## config.mk

```make
export PLATFORM = sky130hd
export DESIGN_NAME = mep_ctrl
export DESIGN_NICKNAME = d
export VERILOG_FILES = /design/src/mep_pkg.sv /design/src/mep_ctrl.sv
export SDC_FILE = /design/constraint.sdc
export NUM_CORES = 1
export LEC_CHECK = 0
export BUFFER_PORTS_ARGS = -buffer_cell sky130_fd_sc_hd__buf_4
export CAP_MARGIN = 25
export CORE_AREA = 2 2 39 41
export CTS_BUF_LIST = sky130_fd_sc_hd__clkbuf_4 sky130_fd_sc_hd__clkbuf_8
export CTS_CLUSTER_DIAMETER = 50
export DETAILED_ROUTE_END_ITERATION = 8
export DIE_AREA = 0 0 41 43
export PLACE_DENSITY = 0.55
export SYNTH_ARGS = -nofsm -noshare
export SYNTH_HDL_FRONTEND = slang
export SYNTH_SLANG_ARGS = --single-unit
```

## constraint.sdc

```tcl
create_clock -name clk -period 3.12 [get_ports clk]
set_input_delay 0.624 -clock clk [delete_from_list [all_inputs] [get_ports clk]]
set_output_delay 0.624 -clock clk [all_outputs]
set_load 0.005 [all_outputs]
```

## src/mep_pkg.sv

```systemverilog
// shared types and constants for the mandelbrot escape-time pixel block
// used by mep_ctrl, mep_dp and mandelbrot_escape_time_pixel; no dependencies
`default_nettype none

package mep_pkg;

    // fixed-point format of complex values: signed, FRAC_BITS fraction bits in a word
    localparam int FRAC_BITS   = 28;
    localparam int WORD_W      = 32;

    // pixel coordinate and offset widths
    localparam int PIX_W       = 12;
    localparam int SIZE_W      = 13;
    localparam int OFF_W       = SIZE_W + 2;
    localparam int MAG_W       = SIZE_W + 1;
    localparam int PROD_W      = MAG_W + WORD_W;
    localparam int SUM_W       = PROD_W + 2;
    localparam int WIDE_W      = 2 * WORD_W;

    // gray level and its divider
    localparam int GRAY_W      = 8;
    localparam int DCNT_W      = 3;
    localparam logic [DCNT_W-1:0] DIV_FIRST = DCNT_W'(GRAY_W - 1);

    // configuration register indexes
    localparam int CFG_INDEX_W = 3;
    localparam logic [CFG_INDEX_W-1:0] REG_CENTER_RE      = 3'd0;
    localparam logic [CFG_INDEX_W-1:0] REG_CENTER_IM      = 3'd1;
    localparam logic [CFG_INDEX_W-1:0] REG_PIXEL_STEP     = 3'd2;
    localparam logic [CFG_INDEX_W-1:0] REG_IMAGE_WIDTH    = 3'd3;
    localparam logic [CFG_INDEX_W-1:0] REG_IMAGE_HEIGHT   = 3'd4;
    localparam logic [CFG_INDEX_W-1:0] REG_ITERATION_LIMIT = 3'd5;

    // controller states
    typedef enum logic [2:0] {
        ST_IDLE,
        ST_MAP,
        ST_ADD,
        ST_MUL,
        ST_UPD,
        ST_DIV,
        ST_OUT
    } state_t;

    // controller to datapath commands
    typedef struct packed {
        logic load_pixel;
        logic map_mul;
        logic map_add;
        logic iter_mul;
        logic iter_upd;
        logic div_start;
        logic div_step;
        logic out_load;
    } cmd_t;

    // datapath to controller status
    typedef struct packed {
        logic count_done;
        logic escaped;
        logic div_last;
    } status_t;

    // clamp a signed wide value to the signed word range
    function automatic logic signed [WORD_W-1:0] sat_word(input logic signed [WIDE_W-1:0] v);
        logic pos_over;
        logic neg_over;
        pos_over = !v[WIDE_W-1] && (|v[WIDE_W-2:WORD_W-1]);
        neg_over = v[WIDE_W-1] && !(&v[WIDE_W-2:WORD_W-1]);
        if (pos_over)
        begin
            sat_word = {1'b0, {(WORD_W-1){1'b1}}};
        end
        else if (neg_over)
        begin
            sat_word = {1'b1, {(WORD_W-1){1'b0}}};
        end
        else
        begin
            sat_word = v[WORD_W-1:0];
        end
    endfunction

endpackage

`default_nettype wire

```

## src/mep_ctrl.sv

```systemverilog
// controller state machine for the mandelbrot escape-time pixel block
// depends on mep_pkg; drives mep_dp through cmd_t and reads status_t
`default_nettype none

module mep_ctrl
    import mep_pkg::*;
(
    input  wire logic    clk,
    input  wire logic    rst_n,
    input  wire logic    s_tvalid,
    output logic         s_tready,
    output logic         m_tvalid,
    input  wire logic    m_tready,
    input  wire status_t status,
    output cmd_t         cmd
);

    state_t state_reg, state_next;
    logic   out_valid_reg, out_valid_next;

    always_ff @(posedge clk or negedge rst_n)
    begin
        if (!rst_n)
        begin
            state_reg     <= ST_IDLE;
            out_valid_reg <= 1'b0;
        end
        else
        begin
            state_reg     <= state_next;
            out_valid_reg <= out_valid_next;
        end
    end

    always_comb
    begin
        state_next = state_reg;
        cmd        = '0;
        s_tready   = 1'b0;
        unique case (state_reg)
            ST_IDLE:
            begin
                s_tready = 1'b1;
                if (s_tvalid)
                begin
                    cmd.load_pixel = 1'b1;
                    state_next     = ST_MAP;
                end
            end
            ST_MAP:
            begin
                cmd.map_mul = 1'b1;
                state_next  = ST_ADD;
            end
            ST_ADD:
            begin
                cmd.map_add = 1'b1;
                state_next  = ST_MUL;
            end
            ST_MUL:
            begin
                if (status.count_done)
                begin
                    cmd.div_start = 1'b1;
                    state_next    = ST_DIV;
                end
                else
                begin
                    cmd.iter_mul = 1'b1;
                    state_next   = ST_UPD;
                end
            end
            ST_UPD:
            begin
                if (status.escaped)
                begin
                    cmd.div_start = 1'b1;
                    state_next    = ST_DIV;
                end
                else
                begin
                    cmd.iter_upd = 1'b1;
                    state_next   = ST_MUL;
                end
            end
            ST_DIV:
            begin
                cmd.div_step = 1'b1;
                if (status.div_last)
                begin
                    state_next = ST_OUT;
                end
            end
            ST_OUT:
            begin
                if (!out_valid_reg || m_tready)
                begin
                    cmd.out_load = 1'b1;
                    state_next   = ST_IDLE;
                end
            end
            default:
            begin
                state_next = ST_IDLE;
            end
        endcase
    end

    always_comb
    begin
        if (cmd.out_load)
        begin
            out_valid_next = 1'b1;
        end
        else if (m_tready)
        begin
            out_valid_next = 1'b0;
        end
        else
        begin
            out_valid_next = out_valid_reg;
        end
    end

    assign m_tvalid = out_valid_reg;

    // an accepted word always starts the coordinate mapping
    assert property (@(posedge clk) disable iff (!rst_n)
        (s_tvalid && s_tready) |=> (state_reg == ST_MAP))
        else $error("accepted word did not start mapping");

    // a stalled result word is never overwritten
    assert property (@(posedge clk) disable iff (!rst_n)
        cmd.out_load |-> (!out_valid_reg || m_tready))
        else $error("result overwritten while stalled");

    // an escaped point goes straight to the gray division
    assert property (@(posedge clk) disable iff (!rst_n)
        (state_reg == ST_UPD && status.escaped) |=> (state_reg == ST_DIV))
        else $error("escape did not end the iteration");

endmodule

`default_nettype wire

```

==> flow_summary.toml <==
[outcome]
status = "complete, no violations"

[finish]
drive_above_1_share = 0.462
area_growth_syn_to_layout_pct = 32.9
diodes = 0
largest_register_ffs = 3
nNetsFinal = 61

[clock_tree]
cts_root_buf = "clkbuf_4"
clock_latency_ps = 240
post_cts_resized = 0
h-tree-depth = 1
cts_tree = "done"
cts_sinks = 4
cts_max_path_buffers = 2
ctsHoldBuffers = 0
path_clk_slew_ps = 40
post-cts-setup-buffers = 0
cts_made_buffers = 3

[power_and_ir_drop]
vdd_drop_max_mv = 0.277
power_density_nw_per_um2 = 916
p_leak_nw = 0.235
totalPowerFinal_w = 0.000435

[die]
core_sq_um = 1380
fp.dieH_um = 43
std_cell_rows = 14
die_x_um = 41
die-area_sq_um = 1760
start_util = 0.259
io_pins = 17

[setup_path]
arrival_ps = 1390
crit_path_end_kind = "output pin"
cp_max_fo = 17
cp.required_ps = 2500
start_kind = "register"
worstSetupPathType = "register to output pin"

[route]
ant_nets = 0
dr.pass1.iters = 3
drc = 0
drt_wl_total_um = 710
drt-initial-drc-count = 6
vias = 314
routed_via_density = 4.62
routedWlPerCell_um = 10.4

[global_route]
grt_overflow = 0
grt_pass1_vias = 275
grt_pass1_wl_um = 1150
antenna_found_initial = 0
grt_use_total = 0.103
grt_max_degree = 18

[synth]
synth_area_sq_um = 358
ys_seq_elements = 4
yosys.area.top_type = "dfrtp_1"
synthCells = 38
yosys_warnings = 0
avgSynthCellArea_sq_um = 9.42
yosys.area.top_type_share = 0.280
synth.area.top_cells = "dfrtp_1, buf_4, buf_6"
synth.distinct_cells = 24
synth-edff-count = 0
synth_nets = 45
synthArstFlopShare = 1.00
ys_seq_area_frac = 0.280
synth_commonest_cells = "dfrtp_1, nand2_1, buf_4, nor2b_1"
synth_flop_cell = "dfrtp_1"

[place]
io_buffers = 16
dp_hpwl_um = 486
gp_congestion = 0.722

[sta]
fin_crit_sh = 0.645
slew_headroom = 0.615
worst_clock_skew_ps = 2.84
tightest_slew_ps = 577
setup-tns-final_ps = 0
rsz0062_at_grt = "no"
fmax_mhz = 497
slew_viol_final = 0
finalSetupViolCount = 0
layout_min_cycle_time_ps = 2010
hold_viol_final = 0

[hold_path]
hold_class = "input port to asynchronous set/reset pin"

[run]
maxCapViolations = 0
==> cell families (layout without fill, tap and decap cells) <==
kind of cell | count (synthesis) | in the layout | share of synthesized area
buffers and inverters | 7 | 21 | 0.147
xor gates and xnor gates | 1 | 1 | 0.0245
and+or+nand+nor | 17 | 17 | 0.325
AOI/OAI and AO/OA | 9 | 9 | 0.224
DFF | 4 | 4 | 0.280
==> worst paths after layout <==
kind / to / slack (ps) / from / cells past startpoint
min in group clk: m_tvalid / 540 / m_tvalid / 2
min reg2reg: m_tvalid / 540 / m_tvalid / 2
max: cmd[2] / 1110 / state_reg[1] / 3
min: state_reg[1] / 170 / rst_n / 1
max in group asynchronous: state_reg[2] / 2850 / rst_n / 1
max reg2reg: state_reg[2] / 1870 / state_reg[1] / 2
==> metrics by stage <==
stage                     utilization  instances  hold slack, ps  cell area [sq um]  setup slack [ps]
final                           0.344         68             173                475              1110
after global routing            0.344         68             174                475               978
after CTS                       0.344         68             167                475              1100
after detailed placement        0.327         65             423                453              1370
after global placement          0.327         65             423                453              1360
after floorplan                     -         38             328                358              1500
==> worst max-delay path, stage by stage, from the launching register on <==
cell and delay, ps:
dfrtp_1 700, nor3b_2 100, a32o_1 220, buf_4 130
==> cells in the final DEF, fill, tap and decap left out, types with 2 or more instances in the layout <==
| cell type | n |
|---|---|
| and2_1 | 2 |
| dfrtp_1 | 4 |
| a22o_1 | 2 |
| clkbuf_4 | 3 |
| buf_4 | 16 |
| inv_1 | 2 |
| nor2b_1 | 3 |
| nand2_1 | 4 |
==> where the power goes <==
| group | leakage, nW | switching (W) | internal (W) |
|---|---|---|---|
| registers | 0.0498 | 0.0000843 | 0.0000769 |
| logic | 0.171 | 0.0000713 | 0.000137 |
| clock network | 0.0138 | 0.0000225 | 0.0000431 |
| total | 0.235 | 0.000178 | 0.000257 |
==> cell type report <==
type                       count  area (sq um)
sequential                     4           100
tap                           16          20.0
fill                         154           908
clock buffer                   3          22.5
multi-input combinational     27           205
timing repair buffer          16           120
inverter                       2          7.51
==> per-layer routing <==
metal | GRT usage | up-vias | wire length (um)
li1 | - | 159 | -
met1 | 0.123 | 142 | 312
met2 | 0.125 | 11 | 337
met3 | 0.0314 | 2 | 50
met4 | 0.120 | 0 | 10
met5 | 0 | - | 0
(Power assumes the default switching activity.)
